<file path="src/rtl/sts_pkg.sv">
// Shared constants and types for the sorted table binary search block.
// No dependencies; every other file in rtl/ imports this package.
package sts_pkg;

  // Fixed field widths of the item and result beats.
  localparam int unsigned CMD_W      = 1;
  localparam int unsigned INDEX_W    = 10;
  localparam int unsigned FIELD_W    = 32;
  localparam int unsigned COUNT_W    = 11;

  // Configuration port geometry.
  localparam int unsigned CFG_ADDR_W = 3;
  localparam int unsigned CFG_DATA_W = 32;

  // Register word index of entry_count (byte address 4 * index).
  localparam logic [CFG_ADDR_W-3:0] REG_ENTRY_COUNT = 1'b0;

  // Command codes carried by in_command.
  localparam logic [CMD_W-1:0] CMD_WRITE  = 1'b0;
  localparam logic [CMD_W-1:0] CMD_SEARCH = 1'b1;

  // One search result.
  typedef struct packed {
    logic               found;
    logic [INDEX_W-1:0] position;
  } sts_result_t;

endpackage

</file>
<file path="src/rtl/sts_cfg_regs.sv">
// APB-style configuration register file holding entry_count.
// Depends on sts_pkg for address, data and count widths.
module sts_cfg_regs
  import sts_pkg::*;
(
  input  logic                  clk,
  input  logic                  rst_n,
  input  logic                  cfg_psel,
  input  logic                  cfg_penable,
  input  logic                  cfg_pwrite,
  input  logic [CFG_ADDR_W-1:0] cfg_paddr,
  input  logic [CFG_DATA_W-1:0] cfg_pwdata,
  output logic [CFG_DATA_W-1:0] cfg_prdata,
  output logic                  cfg_pready,
  output logic [COUNT_W-1:0]    entry_count
);

  logic [COUNT_W-1:0] entry_count_r;
  logic               sel_count;

  // Word select; the low two bits are the byte offset within a word.
  assign sel_count  = (cfg_paddr[CFG_ADDR_W-1:2] == REG_ENTRY_COUNT);
  assign cfg_pready = 1'b1;

  always_ff @(posedge clk) begin
    if (!rst_n) begin
      entry_count_r <= '0;
    end else if (cfg_psel && cfg_penable && cfg_pwrite && sel_count) begin
      entry_count_r <= cfg_pwdata[COUNT_W-1:0];
    end
  end

  always_comb begin
    cfg_prdata = '0;
    if (sel_count) begin
      cfg_prdata = {{(CFG_DATA_W-COUNT_W){1'b0}}, entry_count_r};
    end
  end

  assign entry_count = entry_count_r;

endmodule

</file>
<file path="config.mk">
export PLATFORM = sky130hd
export DESIGN_NAME = sts_cfg_regs
export DESIGN_NICKNAME = d
export VERILOG_FILES = /design/src/rtl/sts_pkg.sv /design/src/rtl/sts_cfg_regs.sv
export SDC_FILE = /design/constraint.sdc
export NUM_CORES = 1
export LEC_CHECK = 0
export ABC_AREA = 1
export BUFFER_PORTS_ARGS = -buffer_cell sky130_fd_sc_hd__buf_4
export CORE_MARGIN = 10
export CORE_UTILIZATION = 35
export CTS_BUF_LIST = sky130_fd_sc_hd__clkbuf_16
export DETAILED_ROUTE_END_ITERATION = 10
export PLACE_DENSITY = 0.92
export SYNTH_ARGS = -nofsm -noshare
export SYNTH_HDL_FRONTEND = slang
export SYNTH_SLANG_ARGS = --single-unit
</file>
<file path="constraint.sdc">
create_clock -name clk -period 1.1 [get_ports clk]
set_input_delay 0.165 -clock clk [delete_from_list [all_inputs] [get_ports clk]]
set_output_delay 0.165 -clock clk [all_outputs]
set_load 0.03 [all_outputs]
</file>
After elaboration in Yosys (flattened, before gate mapping)
Cells that the tools add are included.

word-level totals
  logic and storage cells = 6
  bits of input ports = 40
  output and inout bits = 44
  flip-flop bits (word level) = 11

operators by class
  reduce and logical (&&, ||, !) cells = 3
  bitwise operators = 1
  muxes and demuxes = 1

operators by type and width
  operator            count
  two-way mux 11 bit  1
  logical AND 1 bit   3
  inverter 1 bit      1

Longest topological paths before layout
  depth in word-level cells = 3
  depth in mapped cells = 6
  depth with buffers taken out = 5

Least setup slack after synthesis
OpenSTA, ideal clock, no wires.

  path kind = reg2out
  start point = reg entry_count_r[0] (netlist: entry_count[0])
  end point = out cfg_prdata[0]
  arrival = 978 ps
  path slack = -43 ps
  stages on the path, launching flop included = 3
  path through = dfxtp_1 > inv_1 > nor2_1

on the way
  cells in the longest elaborated chain, start to end = 1

ends and longest elaborated chain
  item                    RTL line            source
  start, declared         sts_cfg_regs.sv:18  logic [COUNT_W-1:0] entry_count_r;
  start signal, assigned  sts_cfg_regs.sv:29  entry_count_r <= cfg_pwdata[COUNT_W-1:0];
  two-way mux 11 bit      sts_cfg_regs.sv:35  if (sel_count) begin
  end, declared           sts_cfg_regs.sv:13  output logic [CFG_DATA_W-1:0] cfg_prdata,

No other way between the ends.

Final worst setup path
  start point = reg entry_count_r[1] (netlist: entry_count[1])
  end point = out cfg_prdata[1]

Same word-level chain as after synthesis.

==> flow_metrics.tcl <==
set metrics [dict create \
    cts_tree "yes" \
    totalNegativeSetupSlack_ns 0 \
    route.vias.total 735 \
    remaining_drc_errors 0 \
    largest_reg_flops 11 \
    gp_congestion 0.707 \
    num_rows 16 \
    htree_levels 1 \
    place_ws_ns 0.125 \
    slew_violations 0 \
    leakagePower_nw 0.610 \
    grt_pass1_wl_mm 3.29 \
    total_power_mw 1.39 \
    crit_path_cell_trace "inv_1 > nor2_2 > buf_4" \
    io-pin-count 84 \
    synth_cell_type_count 12 \
    first_iter_violations 10 \
    critPathSlowestCell "dfxtp_1" \
    cp-start-kind "flop" \
    clk_latency_ns 0.24 \
    route.final.wire_length_mm 2.09 \
    slowest_delay_ns 0.35 \
    drt-wirelength-per-cell_microns 11.0 \
    holdCritPathClass "input pin to flop" \
    switching_share 0.293 \
    comb_power_share 0.228 \
    synth_seq_cells 11 \
    clock-root-buffer "clkbuf_16" \
    synth.avg_cell_area_sq_um 6.13 \
    layout.nets 204 \
    crit_fanout 3 \
    pwr-share-seq 0.306 \
    core_region_area_sq_um 2020 \
    p_int_uw 986 \
    worst-r2r-cell-count 2 \
    multi_input_area_sq_um 348 \
    clock_skew_ns 0 \
    register_area_sq_um 225 \
    grt_use_total 0.0946 \
    cts_buffers 3 \
    path_clk_slew_ns 0.04 \
    critical_path_class "flop to primary output" \
    netSwitchingPower_uw 408 \
    drv_cap 0 \
    antenna_left 0 \
    grt_pass1_vias 747 \
    final_cell_mix "buf_4, inv_1, nor2_1" \
    cp_num_cells 3 \
    status "completed" \
    syn_area_sq_um 761 \
    die-area_sq_um 4440 \
    worstHoldPathCells 3 \
    clock-sinks 11 \
    insertedDiodeCount 0 \
    fin_crit_ns 1.04 \
    die_h_microns 66.6 \
    ys_warn_count 0 \
    crit_arrival_ns 0.87 \
    clkPwrFrac 0.466 \
    post-dp-hpwl_mm 1.76 \
    worst_slack_ns 0.0608 \
    layout_commonest_cell "buf_4" \
    area_growth_pct 43.9 \
    numPortBuffers 38 \
    die_w_microns 66.6 \
    first_pass_iters 4 \
    hold_viol_final 0 \
    finalCritPeriodShare 0.945 \
    ff2ff_setup_slack_ns 0.51 \
    gr-total-overflow 0 \
    end_kind "primary output" \
    postPlaceCellArea_sq_um 1010 \
    cts_setup_buffers 0 \
    drive_above_1_share 0.380 \
    clock.fmax_mhz 962 \
    start_util 0.376 \
    num-fill-cells 229 \
    clk_path_buf_depth 2 \
    crit_family "flip-flops" \
    syn-instance-count 124 \
    fin_area_sq_um 1090 \
    viasPerCell 3.87 \
    setup_violations 0 \
    cp.required_ns 0.94 \
    grt_max_degree 14 \
    grt_setup_unrepaired "false" \
    irDropWorstVdd_uv 706 \
    cp_num_buf_inv 2 \
    seq_area_frac_synth 0.289 \
    fin_util 0.541 \
    pwr_density_cell_nw_per_um2 1270 \
    antenna_found_initial 0 \
]
==> power by group through the flow <==
| stage | Combinational, mW | Sequential [mW] | Clock, mW |
|---|---|---|---|
| final | 0.318 | 0.426 | 0.650 |
| after global routing | 0.345 | 0.428 | 0.695 |
| after CTS | 0.317 | 0.425 | 0.656 |
| after detailed placement | 0.315 | 0.432 | 0 |
| after global placement | 0.312 | 0.431 | 0 |
| after floorplan | 0.256 | 0.458 | 0 |
==> Yosys cell counts, drive strengths merged <==
cell   number  area (sq um)
nor2       35           134
nand2      13          48.8
dfxtp      11           220
buf        27           201
inv        25          93.8
conb        2          7.51
nand3      11          55.1
==> tightest hold or removal path, delay by kind of cell <==
kind	cells	cell delay, ns
AND/OR/NAND/NOR	2	0.10
buffers and inverters	1	0.15
==> cells by family after synthesis <==
kind of cell           Yosys count  synth area share
other                            2           0.00987
buffers and inverters           52             0.388
and+or+nand+nor                 59             0.313
DFF                             11             0.289
==> repair_timing <==
item,in CTS,in global routing
hold buffers,0,0
endpoints found under the setup margin,0,4
resized for setup,0,4
hold endpoints to repair,0,0
==> layer usage <==
layer	share of wire	vias up	track usage
met5	0	-	0
met4	0.024	0	0.0681
met3	0.12	5	0.0452
met2	0.54	33	0.168
met1	0.32	308	0.0808
li1	-	389	-
==> worst paths after layout <==
kind / startpoint / endpoint
max: entry_count[1] / cfg_prdata[1]
min: rst_n / entry_count[0]
min reg2reg: entry_count[0] / entry_count[0]
max reg2reg: entry_count[8] / entry_count[8]
==> through the flow <==
stage                     hold WS (ns)  std cells
after floorplan                  0.286        144
after global placement           0.466        186
after detailed placement         0.469        186
after CTS                        0.222        190
after global routing             0.229        190
final                            0.215        190
==> final cells by class <==
cell class              count  share of cell area
inverters                  25              0.0857
well taps                  27              0.0309
repair buffers             42               0.288
clock inverters             1             0.00343
multi-input cells          81               0.318
clock buffers               3              0.0686
flip-flops and latches     11               0.206
Note: power is estimated with default switching activity, not from simulation.
