--- config.mk ---
export PLATFORM = sky130hd
export DESIGN_NAME = sts_search_ctrl
export DESIGN_NICKNAME = d
export VERILOG_FILES = /design/src/rtl/sts_pkg.sv /design/src/rtl/sts_search_ctrl.sv
export SDC_FILE = /design/constraint.sdc
export NUM_CORES = 1
export LEC_CHECK = 0
export CAP_MARGIN = 0
export CORE_MARGIN = 4
export CORE_UTILIZATION = 35
export DETAILED_ROUTE_END_ITERATION = 6
export DONT_BUFFER_PORTS = 1
export GPL_ROUTABILITY_DRIVEN = 0
export HOLD_SLACK_MARGIN = 0.06
export SETUP_SLACK_MARGIN = 0.05
export SYNTH_ARGS = -nofsm -noshare
export SYNTH_HDL_FRONTEND = slang
export SYNTH_SLANG_ARGS = --single-unit
--- constraint.sdc ---
create_clock -name clk -period 6.9 [get_ports clk]
set_input_delay 0.345 -clock clk [delete_from_list [all_inputs] [get_ports clk]]
set_output_delay 0.345 -clock clk [all_outputs]
set_load 0.01 [all_outputs]
--- src/rtl/sts_pkg.sv ---
// Shared constants and types for the sorted table binary search block.
// No dependencies; every other file in rtl/ imports this package.
package sts_pkg;

  // Fixed field widths of the item and result beats.
  localparam int unsigned CMD_W      = 1;
  localparam int unsigned INDEX_W    = 10;
  localparam int unsigned FIELD_W    = 32;
  localparam int unsigned COUNT_W    = 11;

  // Configuration port geometry.
  localparam int unsigned CFG_ADDR_W = 3;
  localparam int unsigned CFG_DATA_W = 32;

  // Register word index of entry_count (byte address 4 * index).
  localparam logic [CFG_ADDR_W-3:0] REG_ENTRY_COUNT = 1'b0;

  // Command codes carried by in_command.
  localparam logic [CMD_W-1:0] CMD_WRITE  = 1'b0;
  localparam logic [CMD_W-1:0] CMD_SEARCH = 1'b1;

  // One search result.
  typedef struct packed {
    logic               found;
    logic [INDEX_W-1:0] position;
  } sts_result_t;

endpackage

--- src/rtl/sts_search_ctrl.sv ---
// Search sequencer: accepts beats, drives the table memory and holds results.
// Depends on sts_pkg for field widths, command codes and the result type.
module sts_search_ctrl
  import sts_pkg::*;
#(
  parameter int unsigned TABLE_DEPTH = 1024,
  parameter int unsigned VALUE_WIDTH = 32,
  parameter int unsigned ADDR_W      = 10,
  parameter int unsigned CNT_W       = 11
) (
  input  logic                   clk,
  input  logic                   rst_n,
  input  logic [COUNT_W-1:0]     entry_count,
  input  logic                   in_valid,
  output logic                   in_ready,
  input  logic [CMD_W-1:0]       in_command,
  input  logic [INDEX_W-1:0]     in_entry_index,
  input  logic [FIELD_W-1:0]     in_value,
  output logic                   out_valid,
  input  logic                   out_ready,
  output logic                   out_found,
  output logic [INDEX_W-1:0]     out_position,
  output logic                   mem_en,
  output logic                   mem_we,
  output logic [ADDR_W-1:0]      mem_addr,
  output logic [VALUE_WIDTH-1:0] mem_wdata,
  input  logic [VALUE_WIDTH-1:0] mem_rdata
);

  localparam logic [1:0] ST_IDLE  = 2'd0;
  localparam logic [1:0] ST_PROBE = 2'd1;
  localparam logic [1:0] ST_HOLD  = 2'd2;

  logic [1:0]             state_r, state_nxt;
  logic [CNT_W-1:0]       lo_r, lo_nxt;      // first index still in range
  logic [CNT_W-1:0]       end_r, end_nxt;    // one past the last index in range
  logic [ADDR_W-1:0]      mid_r, mid_nxt;    // index read in the previous cycle
  logic [VALUE_WIDTH-1:0] target_r, target_nxt;
  sts_result_t            res_r, res_nxt;
  logic                   out_valid_r, out_valid_nxt;
  sts_result_t            out_r, out_nxt;

  logic                   accept;
  logic [63:0]            value_ext;
  logic [VALUE_WIDTH-1:0] value_trunc;
  logic [31:0]            index_ext;
  logic                   index_ok;
  logic [31:0]            count_ext;
  logic [CNT_W-1:0]       count_sat;
  logic [CNT_W:0]         first_sum;
  logic [CNT_W-1:0]       mid_cnt;
  logic [CNT_W:0]         sum_low, sum_high;
  logic                   low_nonempty, high_nonempty;
  logic                   hit, below;
  logic                   out_free;
  logic                   done;
  sts_result_t            done_res;
  logic [31:0]            mid_ext;

  assign accept    = in_valid && in_ready;
  assign in_ready  = (state_r == ST_IDLE);
  assign out_free  = !out_valid_r || out_ready;

  // The field is a 32-bit signed number; its low VALUE_WIDTH bits are kept.
  assign value_ext   = {{32{in_value[FIELD_W-1]}}, in_value};
  assign value_trunc = value_ext[VALUE_WIDTH-1:0];

  assign index_ext = {{(32-INDEX_W){1'b0}}, in_entry_index};
  assign index_ok  = (index_ext < TABLE_DEPTH);

  // Saturate the count at the table depth.
  assign count_ext = {{(32-COUNT_W){1'b0}}, entry_count};
  always_comb begin
    if (count_ext > TABLE_DEPTH) begin
      count_sat = CNT_W'(TABLE_DEPTH);
    end else begin
      count_sat = count_ext[CNT_W-1:0];
    end
  end
  assign first_sum = {1'b0, count_sat} - {{CNT_W{1'b0}}, 1'b1};

  // Both possible next midpoints are formed from registers alone; the compare
  // result only selects between them.
  assign mid_cnt       = {{(CNT_W-ADDR_W){1'b0}}, mid_r};
  assign sum_low       = {1'b0, lo_r} + {1'b0, mid_cnt} - {{CNT_W{1'b0}}, 1'b1};
  assign sum_high      = {1'b0, mid_cnt} + {1'b0, end_r};
  assign low_nonempty  = (lo_r < mid_cnt);
  assign high_nonempty = ((mid_cnt + CNT_W'(1)) < end_r);
  assign hit           = (mem_rdata == target_r);
  assign below         = ($signed(target_r) < $signed(mem_rdata));

  assign mid_ext = {{(32-ADDR_W){1'b0}}, mid_r};

  always_comb begin
    state_nxt     = state_r;
    lo_nxt        = lo_r;
    end_nxt       = end_r;
    mid_nxt       = mid_r;
    target_nxt    = target_r;
    res_nxt       = res_r;
    out_valid_nxt = out_valid_r;
    out_nxt       = out_r;
    mem_en        = 1'b0;
    mem_we        = 1'b0;
    mem_addr      = mid_r;
    mem_wdata     = value_trunc;
    done          = 1'b0;
    done_res      = '0;

    if (out_valid_r && out_ready) begin
      out_valid_nxt = 1'b0;
    end

    unique case (state_r)
      ST_IDLE: begin
        if (accept) begin
          if (in_command == CMD_WRITE) begin
            mem_en   = index_ok;
            mem_we   = 1'b1;
            mem_addr = index_ext[ADDR_W-1:0];
          end else begin
            target_nxt = value_trunc;
            lo_nxt     = '0;
            end_nxt    = count_sat;
            if (count_sat == '0) begin
              res_nxt   = '0;
              state_nxt = ST_HOLD;
            end else begin
              mid_nxt   = first_sum[ADDR_W:1];
              mem_en    = 1'b1;
              mem_addr  = first_sum[ADDR_W:1];
              state_nxt = ST_PROBE;
            end
          end
        end
      end
      ST_PROBE: begin
        if (hit) begin
          done              = 1'b1;
          done_res.found    = 1'b1;
          done_res.position = mid_ext[INDEX_W-1:0];
        end else if (below) begin
          end_nxt = mid_cnt;
          if (low_nonempty) begin
            mid_nxt  = sum_low[ADDR_W:1];
            mem_en   = 1'b1;
            mem_addr = sum_low[ADDR_W:1];
          end else begin
            done = 1'b1;
          end
        end else begin
          lo_nxt = mid_cnt + CNT_W'(1);
          if (high_nonempty) begin
            mid_nxt  = sum_high[ADDR_W:1];
            mem_en   = 1'b1;
            mem_addr = sum_high[ADDR_W:1];
          end else begin
            done = 1'b1;
          end
        end
        if (done) begin
          if (out_free) begin
            out_nxt       = done_res;
            out_valid_nxt = 1'b1;
            state_nxt     = ST_IDLE;
          end else begin
            res_nxt   = done_res;
            state_nxt = ST_HOLD;
          end
        end
      end
      ST_HOLD: begin
        if (out_free) begin
          out_nxt       = res_r;
          out_valid_nxt = 1'b1;
          state_nxt     = ST_IDLE;
        end
      end
      default: begin
        state_nxt = ST_IDLE;
      end
    endcase
  end

  always_ff @(posedge clk) begin
    if (!rst_n) begin
      state_r     <= ST_IDLE;
      out_valid_r <= 1'b0;
      lo_r        <= '0;
      end_r       <= '0;
    end else begin
      state_r     <= state_nxt;
      out_valid_r <= out_valid_nxt;
      lo_r        <= lo_nxt;
      end_r       <= end_nxt;
    end
  end

  always_ff @(posedge clk) begin
    mid_r    <= mid_nxt;
    target_r <= target_nxt;
    res_r    <= res_nxt;
    out_r    <= out_nxt;
  end

  assign out_valid    = out_valid_r;
  assign out_found    = out_r.found;
  assign out_position = out_r.position;

endmodule

=== Word level (Yosys, flattened, before mapping) ===
Cells that the tools add are included.

* Output and inout port bits: 57
* Logic and storage cells: 108
* Input port bits: 90
* Flip-flop bits (word level): 89

* Equality and inequality tests: 13
* Reductions and logical operators: 15
* Order comparisons: 5
* Add/subtract/negate cells: 5
* Multiplexer cells: 60

{| class="wikitable"
|+ Operators with widths
! cell !! number
|-
| $mux W11 || 18
|-
| $mux W10 || 9
|-
| $pmux W11 S2 || 4
|-
| $pmux W10 S2 || 2
|-
| $eq A32 B32 Y1 || 1
|-
| $lt A32 B32 Y1 || 1
|-
| $sub A11 B1 Y11 const B || 2
|-
| $mux W1 || 18
|-
| $ne A2 B2 Y1 const B || 7
|-
| $mux W2 || 6
|-
| $add A10 B1 Y11 const B || 1
|-
| $add A10 B11 Y11 || 1
|-
| $add A11 B10 Y11 || 1
|-
| $gt A11 B11 Y1 const B || 1
|-
| $logic_not A11 Y1 || 1
|-
| $lt A10 B11 Y1 const B || 1
|-
| $lt A11 B10 Y1 || 1
|-
| $lt A11 B11 Y1 || 1
|-
| $reduce_and A5 Y1 || 2
|-
| $reduce_and A4 Y1 || 2
|-
| $ne A2 B1 Y1 const B || 3
|-
| $pmux W2 S3 || 1
|-
| $reduce_and A3 Y1 || 2
|-
| $reduce_and A6 Y1 || 1
|-
| other kinds (8) || 11
|}

=== Longest topological paths before layout ===
Gate-level depths: netlist of the first run.

* Depth after elaboration: 8
* Mapped depth: 17
* Depth with buffers taken out: 14

=== Worst setup path before layout of the first run ===
Ideal clock, no wire load.

* Kind: reg-to-output
* From: register mid_r[4]
* To: output port mem_addr[8]
* Arrival time: 3508 ps
* Path slack: 3047 ps
* Data required time: 6555 ps
* Path buffers: 3
* Cell stages (with the launch flop): 16
* Cells stage by stage: edfxtp_1 -> clkbuf_1 -> inv_1 -> nor4_1 -> nand3_1 -> nor2_1 -> xnor2_1 -> ha_1 -> nor4_1 -> nand2_1 -> a2111oi_2 -> or2_1 -> clkbuf_1 -> buf_2 -> o41ai_1 -> o31ai_1

* Word-level cells in the longest chain between the ends: 6
* Elaborated cells between the ends (all ways): 11
* Classes of those cells: add/sub: 4; order compare: 2; mux: 5

{| class="wikitable"
|+ Ends and longest elaborated chain
! what !! RTL line !! text
|-
| from (decl) || sts_search_ctrl.sv:37 || <nowiki>logic [ADDR_W-1:0] mid_r, mid_nxt;</nowiki>
|-
| from (signal assigned) || sts_search_ctrl.sv:200 || <nowiki>mid_r <= mid_nxt;</nowiki>
|-
| $add A11 B10 Y11 or $add A10 B1 Y11 (tied branches) || sts_search_ctrl.sv:85, sts_search_ctrl.sv:88 ||
|-
| $sub A11 B1 Y11 or $lt A11 B11 Y1 (tied branches) || sts_search_ctrl.sv:85, sts_search_ctrl.sv:88 ||
|-
| $mux W10 (on tied branches) || sts_search_ctrl.sv:144, sts_search_ctrl.sv:153 ||
|-
| $mux W10 (*) || sts_search_ctrl.sv:142 || <nowiki>end else if (below) begin</nowiki>
|-
| $mux W10 (*) || -- ||
|-
| $pmux W10 S2 (*) || sts_search_ctrl.sv:114 || <nowiki>unique case (state_r)</nowiki>
|-
| to (decl) || sts_search_ctrl.sv:25 || <nowiki>output logic [ADDR_W-1:0] mem_addr,</nowiki>
|}

Mark *: on every way between the ends. The rest lies on a longest branch, timed or not.

=== Worst setup path in the final report of the first run ===
* From: register mid_r[4]
* To: output port mem_addr[1]

* Word-level cells in the longest chain between the ends: 6
* Elaborated cells between the ends (all ways): 8
* Classes of those cells: add/sub: 1; order compare: 2; mux: 5

{| class="wikitable"
|+ Ends and longest elaborated chain
! what !! RTL line !! text
|-
| $add A10 B1 Y11 || sts_search_ctrl.sv:88 || <nowiki>assign high_nonempty = ((mid_cnt + CNT_W'(1)) < end_r);</nowiki>
|-
| $lt A11 B11 Y1 || sts_search_ctrl.sv:88 ||
|-
| $mux W10 || sts_search_ctrl.sv:153 || <nowiki>if (high_nonempty) begin</nowiki>
|-
| $mux W10 (*) || sts_search_ctrl.sv:142 ||
|-
| $mux W10 (*) || -- ||
|-
| $pmux W10 S2 (*) || sts_search_ctrl.sv:114 ||
|}

Marked as above.

==> flow_metrics.env, run 1 <==
export IMPL_cpPeakStageDelay_ns=0.67
export IMPL_clock_skew_ns=0.0128
export IMPL_path_max_fanout=16
export IMPL_p_per_area_mw_per_mm2=395
export IMPL_synthFlopType="edfxtp_1"
export IMPL_antenna_left=0
export IMPL_core_mm2=0.0202
export IMPL_hold_path_class="input pin to flip-flop"
export IMPL_clock_power_share_pct=16.3
export IMPL_firstDrtPassIters=6
export IMPL_crit_required_ns=6.55
export IMPL_routed_via_count=5633
export IMPL_period_share_pct=73.4
export IMPL_cp_end_kind="output pin"
export IMPL_power_frac_seq_pct=29.1
export IMPL_fin_util_pct=37.7
export IMPL_p_total_uw=3000
export IMPL_fin_tns_setup_ns=0
export IMPL_start_util_pct=35.6
export IMPL_portBuffers=0
export IMPL_fin_crit_ns=5.06
export IMPL_layout_nets=923
export IMPL_clock_path_buffers=2
export IMPL_cts_resized=0
export IMPL_rows=52
export IMPL_path_cells="inv_1 -> nor4_1 -> nand3_1 -> nor2_1 -> xnor2_1 -> ha_1 -> nor4_1 -> nand2_1 -> a2111oi_2 -> or2_1 -> o21ai_2 -> a2111oi_4 -> a221o_1"
export IMPL_r2r_start="mid_r[4]$_DFFE_PP_"
export IMPL_start_kind="flip-flop"
export IMPL_combinationalPowerShare_pct=54.6
export IMPL_netlist_area_mm2=0.00717
export IMPL_p_sw_uw=1420
export IMPL_grt_max_degree=52
export IMPL_cts_root_buffer="clkbuf_16"
export IMPL_worst_path_dominant_cell_family="simple AND/OR/NAND/NOR gates"
export IMPL_synthesis_yosys_warnings=0
export IMPL_routed_wl_um=19500
export IMPL_timing_fmax_mhz=198
export IMPL_numCtsBuffers=9
export IMPL_ys_seq_area_share_pct=33.8
export IMPL_ir_worst_vdd_uv=149
export IMPL_synth_area_leaders="edfxtp_1 (27%), ha_1 (15%), dfxtp_1 (7.0%), inv_1 (4.6%), a21oi_1 (3.7%)"
export IMPL_antenna_found_initial=1
export IMPL_crit_arrival_ns=4.72
export IMPL_switching_share_pct=47.4
export IMPL_drive_above_1_share_pct=7.85
export IMPL_maxCapViolCount=0
export IMPL_instances_no_fill=1022
export IMPL_grt_pass1_vias=5324
export IMPL_hold_viol_final=0
export IMPL_synth_area_leader_cell="edfxtp_1"
export IMPL_path_class="flip-flop to output pin"
export IMPL_fin_area_mm2=0.00761
export IMPL_setup_viol_count_final=0
export IMPL_crit_start="mid_r[4]$_DFFE_PP_"
export IMPL_dieWidth_um=151
export IMPL_avgSynthCellArea_um2=9.17
export IMPL_cellLeakagePower_uw=0.00306
export IMPL_crit_path_end="mem_addr[1]"
export IMPL_areaGrowthSynthToFinish_pct=6.03
export IMPL_htreeDepth=3
export IMPL_clkTransAtPathRegs_ns=0.07
export IMPL_grt_overflow_total=0
export IMPL_antenna_cells=0
export IMPL_async_reset_ff_share_pct=0
export IMPL_worstMarginPinSlew_ns=1.08
export IMPL_relSlewSlack_pct=28.3
export IMPL_slowest_stage="nor4_1"
export IMPL_ys_ff_latch=89
export IMPL_synth_edf_count=64
export IMPL_cts_hold_buf=0
export IMPL_worst_r2r_setup_slack_ns=2.23
export IMPL_die_area_mm2=0.0229
export IMPL_outcome="complete, no violations"
export IMPL_syn_instance_count=782
export IMPL_cp_depth=13
export IMPL_maxSlewViolCount=0
export IMPL_yosysMostFrequentCell="inv_1"
export IMPL_ys_top_cells_by_count="inv_1 (88), ha_1 (84), edfxtp_1 (64), nand2_1 (56), a21oi_1 (53)"
export IMPL_die_y_um=151
export IMPL_reg2reg_depth=13
export IMPL_reg2reg_to="res_r[6]$_SDFFCE_PN0P_"
export IMPL_io_pins=147
export IMPL_synth_top_area_share_pct=26.8
export IMPL_intPower_uw=1580
export IMPL_drt_iter0_drc=567
export IMPL_hpwl_um=15000
export IMPL_place_area_mm2=0.00718
export IMPL_routedWlPerCell_um=19.1
export IMPL_grt_usage_pct=17.2
export IMPL_synthesis_nets=958
export IMPL_grt_pass1_wl_um=30000
export IMPL_cpMostUsedCell="nor4_1"
export IMPL_path_buf_inv=1
export IMPL_dp_cells=992
export IMPL_netlist_cell_type_count=75
export IMPL_vias_per_cell=5.51
export IMPL_drc=0
export IMPL_clock_sinks=89
export IMPL_post_cts_setup_buffers=0
export IMPL_rsz0062_at_grt="no"
export IMPL_clock_latency_ns=0.36
export IMPL_cts_tree="done"
cells by family (layout without fill, tap and decap cells):
kind of cell / Yosys count / after routing / synth area share (%)
compound gates: 217 / 217 / 21.9
xor+xnor: 29 / 29 / 3.54
fa+ha+maj: 86 / 86 / 15.2
buf+inv: 159 / 129 / 10.2
flops: 89 / 89 / 33.8
mux: 10 / 10 / 1.40
simple gates: 192 / 192 / 13.9
sequential cells by signal (all words and copies together), names as in the netlist:
register and flops:
target_r 32, end_r 11, lo_r 11, res_r 11, mid_r 10, out_position 10
state_r 2, out_found 1, out_valid 1
layout by cell type, fill, tap and decap left out, types with 8 or more instances in the layout:
master          n
inv_1          88
ha_1           84
edfxtp_1       64
nand2_1        56
a21oi_1        53
nor2_1         39
o21ai_0        31
dfxtp_1        25
xnor2_1        21
nand3_1        19
nor3_1         14
and3_1         14
dlygate4sd3_1  14
a211oi_1       12
o211ai_1       11
o31ai_1        11
mux2i_1        10
a22o_1         10
a221oi_1        9
a211oi_2        9
clkbuf_16       9
nor2b_1         8
xor2_1          8
buf_4           8
per-layer routing:
| layer | GRT usage [%] | part of all wire (%) |
|---|---|---|
| met5 | 0 | 0.067 |
| met4 | 6.07 | 2.2 |
| met3 | 3.65 | 6.0 |
| met2 | 27.8 | 48 |
| met1 | 22.8 | 44 |
worst min path at each step:
stage | startpoint | endpoint | slack [ns] | depth (start not counted)
global placement | in_value[6] | target_r[6]$_DFFE_PP_ | 0.44 | 0
CTS | in_value[20] | target_r[20]$_DFFE_PP_ | 0.06 | 0
floorplan | lo_r[0]$_SDFFE_PN0P_ | lo_r[0]$_SDFFE_PN0P_ | 0.44 | 1
finish | in_value[10] | target_r[10]$_DFFE_PP_ | 0.08 | 0
detailed placement | in_value[10] | target_r[10]$_DFFE_PP_ | 0.44 | 0
global route | in_value[24] | target_r[24]$_DFFE_PP_ | 0.07 | 0
metrics by stage:
stage	hold slack (ns)	worst slack [ns]
2_1_floorplan	0.438	3.05
3_3_place_gp	0.444	2.44
3_5_place_dp	0.444	2.32
4_1_cts	0.0601	1.93
5_1_grt	0.0658	1.51
6_report	0.0815	1.84
worst register-to-register path: cells and delay by family (launching register included):
| kind | cells | cell delay, ns |
|---|---|---|
| xor+xnor | 1 | 0.17 |
| fa+ha+maj | 1 | 0.24 |
| simple gates | 4 | 1.44 |
| compound gates | 6 | 1.60 |
| flops | 1 | 0.64 |
| buf+inv | 1 | 0.21 |
power groups by stage:
stage / Clock, uW / Combinational [uW] / Sequential [uW]
floorplan: 0 / 1280 / 808
global placement: 0 / 1600 / 881
detailed placement: 0 / 1600 / 886
CTS: 504 / 1610 / 874
global route: 524 / 1810 / 887
finish: 489 / 1640 / 875
cell type report:
| class | instances | area, um^2 |
|---|---|---|
| inverter | 91 | 342 |
| clock buffer | 10 | 239 |
| multi-input combinational | 534 | 4020 |
| tap | 270 | 338 |
| sequential | 89 | 2420 |
| clock inverter | 6 | 47.5 |
| fill | 2065 | 12600 |
| timing repair buffer | 22 | 200 |
Power figures use the tool's default switching activity.
==> inputs of run 2 (changes only) <==
ABC_AREA = 1   (was unset)
clock period = 5.15 ns   (was 6.9 ns; I/O delays follow)
==> run 2 against run 1 <==
  * Cell count increased by 24%
  * Critical path type unchanged
  * Non-clock buffer count grew 17
  * Hold slack improved by 0.068 ns
  * Clock-buffer cell count is 1 lower
  * Total power increased by 57%
==> flow_metrics.env, run 2 <==
export IMPL_drive_above_1_share_pct=6.34
export IMPL_timing_fmax_mhz=240
export IMPL_ir_worst_vdd_uv=277
export IMPL_largest_register_ffs=32
export IMPL_clock_path_buffers=2
export IMPL_cts_root_buffer="clkbuf_16"
export IMPL_antenna_found_initial=1
export IMPL_layout_nets=1164
export IMPL_io_pins=147
export IMPL_clock_skew_ns=0.0155
export IMPL_start_util_pct=35.6
export IMPL_synth_top_family_by_area="simple AND/OR/NAND/NOR gates"
export IMPL_htreeDepth=3
export IMPL_die_y_um=154
export IMPL_reg2reg_depth=17
export IMPL_routed_wl_um=22100
export IMPL_portBuffers=0
export IMPL_crit_required_ns=4.89
export IMPL_clkTransAtPathRegs_ns=0.08
export IMPL_cts_hold_buf=34
export IMPL_post_cts_setup_buffers=0
export IMPL_rsz0062_at_grt="no"
export IMPL_netlist_area_mm2=0.00748
export IMPL_routedWlPerCell_um=17.4
export IMPL_hold_path_class="input pin to flip-flop"
export IMPL_start_kind="flip-flop"
export IMPL_hold_viol_final=0
export IMPL_grt_pass1_wl_um=34600
export IMPL_hpwl_um=17300
export IMPL_areaGrowthSynthToFinish_pct=8.68
export IMPL_dieWidth_um=154
export IMPL_cts_resized=0
export IMPL_numCtsBuffers=9
export IMPL_synth_area_leaders="edfxtp_1 (26%), ha_1 (14%), nand2_1 (11%), inv_1 (7.7%), dfxtp_1 (6.7%)"
export IMPL_yosys_area_share_simple_pct=23.5
export IMPL_clock_sinks=89
export IMPL_crit_arrival_ns=3.91
export IMPL_worstMarginPinSlew_ns=0.839
export IMPL_crit_start="mid_r[0]$_DFFE_PP_"
export IMPL_routed_via_count=6500
export IMPL_rows=53
export IMPL_fin_crit_ns=4.16
export IMPL_fin_util_pct=38.7
export IMPL_maxSlewViolCount=0
export IMPL_place_area_mm2=0.00749
export IMPL_drc=0
export IMPL_relSlewSlack_pct=43.9
export IMPL_core_mm2=0.0210
export IMPL_path_class="flip-flop to output pin"
export IMPL_synth_compound_area_share_pct=13.5
export IMPL_ys_ff_latch=89
export IMPL_cp_end_kind="output pin"
export IMPL_synthXorXnorAreaFrac_pct=2.93
export IMPL_vias_per_cell=5.13
export IMPL_maxCapViolCount=0
export IMPL_antenna_cells=0
export IMPL_fin_area_mm2=0.00813
export IMPL_grt_usage_pct=18.4
export IMPL_clock_latency_ns=0.36
export IMPL_seq_area_mm2=0.00242
export IMPL_r2r_start="mid_r[3]$_DFFE_PP_"
export IMPL_top_register="target_r"
export IMPL_yosysMostFrequentCell="nand2_1"
export IMPL_ys_top_cells_by_count="nand2_1 (214), inv_1 (154), ha_1 (84), nor2_1 (75), a21oi_1 (66)"
export IMPL_async_reset_ff_share_pct=0
export IMPL_grt_max_degree=36
export IMPL_period_share_pct=80.8
export IMPL_p_per_area_mw_per_mm2=578
export IMPL_setup_viol_count_final=0
export IMPL_netlist_cell_type_count=48
export IMPL_nFillCells=2189
export IMPL_synth_top_area_share_pct=25.7
export IMPL_reg2reg_to="res_r[2]$_SDFFCE_PN0P_"
export IMPL_outcome="complete, no violations"
export IMPL_path_max_fanout=14
export IMPL_cts_tree="done"
export IMPL_crit_path_end="mem_addr[7]"
export IMPL_avgSynthCellArea_um2=7.54
export IMPL_ys_seq_area_share_pct=32.4
export IMPL_die_area_mm2=0.0238
export IMPL_grt_pass1_vias=6158
export IMPL_synthesis_yosys_warnings=0
export IMPL_cellLeakagePower_uw=0.00369
export IMPL_layout_commonest_cell="nand2_1"
export IMPL_drt_iter0_drc=579
export IMPL_grt_overflow_total=0
export IMPL_worst_r2r_setup_slack_ns=1.10
export IMPL_multi_input_area_mm2=0.00409
export IMPL_final_cell_mix="nand2_1 (214), inv_1 (154), ha_1 (84), nor2_1 (74), a21oi_1 (66)"
export IMPL_synthFlopType="edfxtp_1"
export IMPL_yosys_area_share_adder_pct=14.6
export IMPL_synth_mux_area_share_pct=0
export IMPL_synthesis_nets=1169
export IMPL_syn_instance_count=993
export IMPL_synth_edf_count=64
export IMPL_synth_area_leader_cell="edfxtp_1"
export IMPL_fin_tns_setup_ns=0
export IMPL_antenna_left=0
export IMPL_firstDrtPassIters=5
## run 2: changes by cell type in the layout (fill, tap and decap cells not counted), moves of 14 or more
cell,delta
o21ai_0,+20
nor2_1,+35
inv_1,+66
nand2_1,+158
dlygate4sd3_1,+20
and3_1,-14
nand3_1,+31
## run 2: through the flow
stage / setup slack [ns] / hold WS, ns / power, uW / cells
final: 0.987 / 0.150 / 4700 / 1268
after global routing: 0.573 / 0.164 / 5110 / 1268
after CTS: 1.04 / 0.149 / 4690 / 1268
after detailed placement: 1.15 / 0.356 / 3990 / 1218
after global placement: 1.29 / 0.356 / 3970 / 1218
after floorplan: 1.69 / 0.356 / 3220 / 993
## run 2: worst max-delay path: stages, from the launching register on
cell and delay, ns:
edfxtp_1 0.51, ha_1 0.24, nand3_1 0.13, nor2_1 0.12, inv_1 0.07, nor3_1 0.13, inv_1 0.09, nor3_1 0.14
inv_1 0.08, nor2_1 0.13, ha_1 0.27, a21oi_1 0.16, o21a_1 0.13, nand2_1 0.06, nor2_2 0.27, inv_1 0.29
nand2_1 0.11, o21ai_0 0.09, nand2_1 0.08, nand3_1 0.06, o21ai_0 0.15, inv_1 0.10, nand3_1 0.15
## run 2: final cells by class
type	instances	area share, %
sequential	89	29.8
clock inverter	7	0.892
timing repair buffer	39	4.65
clock buffer	9	2.77
multi-input combinational	689	50.3
inverter	160	7.42
tap	275	4.23
## run 2: power breakdown
group          leakage, uW  total (uW)  switching [uW]  internal (uW)
Combinational      0.00274        2820            1910            909
Clock             0.000143         664             323            342
Sequential        0.000808        1220             204           1020
## run 2: how the worst min path moves through the flow
| stage | startpoint | to | cells after the start |
|---|---|---|---|
| 2_1_floorplan | in_value[0] | target_r[0]$_DFFE_PP_ | 0 |
| 3_3_place_gp | in_value[26] | target_r[26]$_DFFE_PP_ | 0 |
| 3_5_place_dp | in_value[29] | target_r[29]$_DFFE_PP_ | 0 |
| 4_1_cts | entry_count[10] | end_r[9]$_SDFFE_PN0P_ | 3 |
| 5_1_grt | entry_count[10] | end_r[9]$_SDFFE_PN0P_ | 3 |
| 6_report | entry_count[10] | end_r[9]$_SDFFE_PN0P_ | 3 |
## run 2: metal layers
metal	routed length [um]	GRT usage, %	share of wire [%]	vias up
met1	9650	24.2	44	2922
met2	10000	29.7	45	302
met5	17	0	0.077	-
met4	367	4.96	1.7	2
met3	2030	5.06	9.2	29
li1	-	-	-	3245
## run 2: kinds of logic (layout without fill, tap and decap cells)
logic type               count (synthesis)  count (layout)
AO/OA/AOI/OAI                          175             175
flip-flops                              89              89
AND/OR/NAND/NOR                        403             403
adder cells (fa/ha/maj)                 86              86
XOR/XNOR                                25              25
buffers and inverters                  215             215
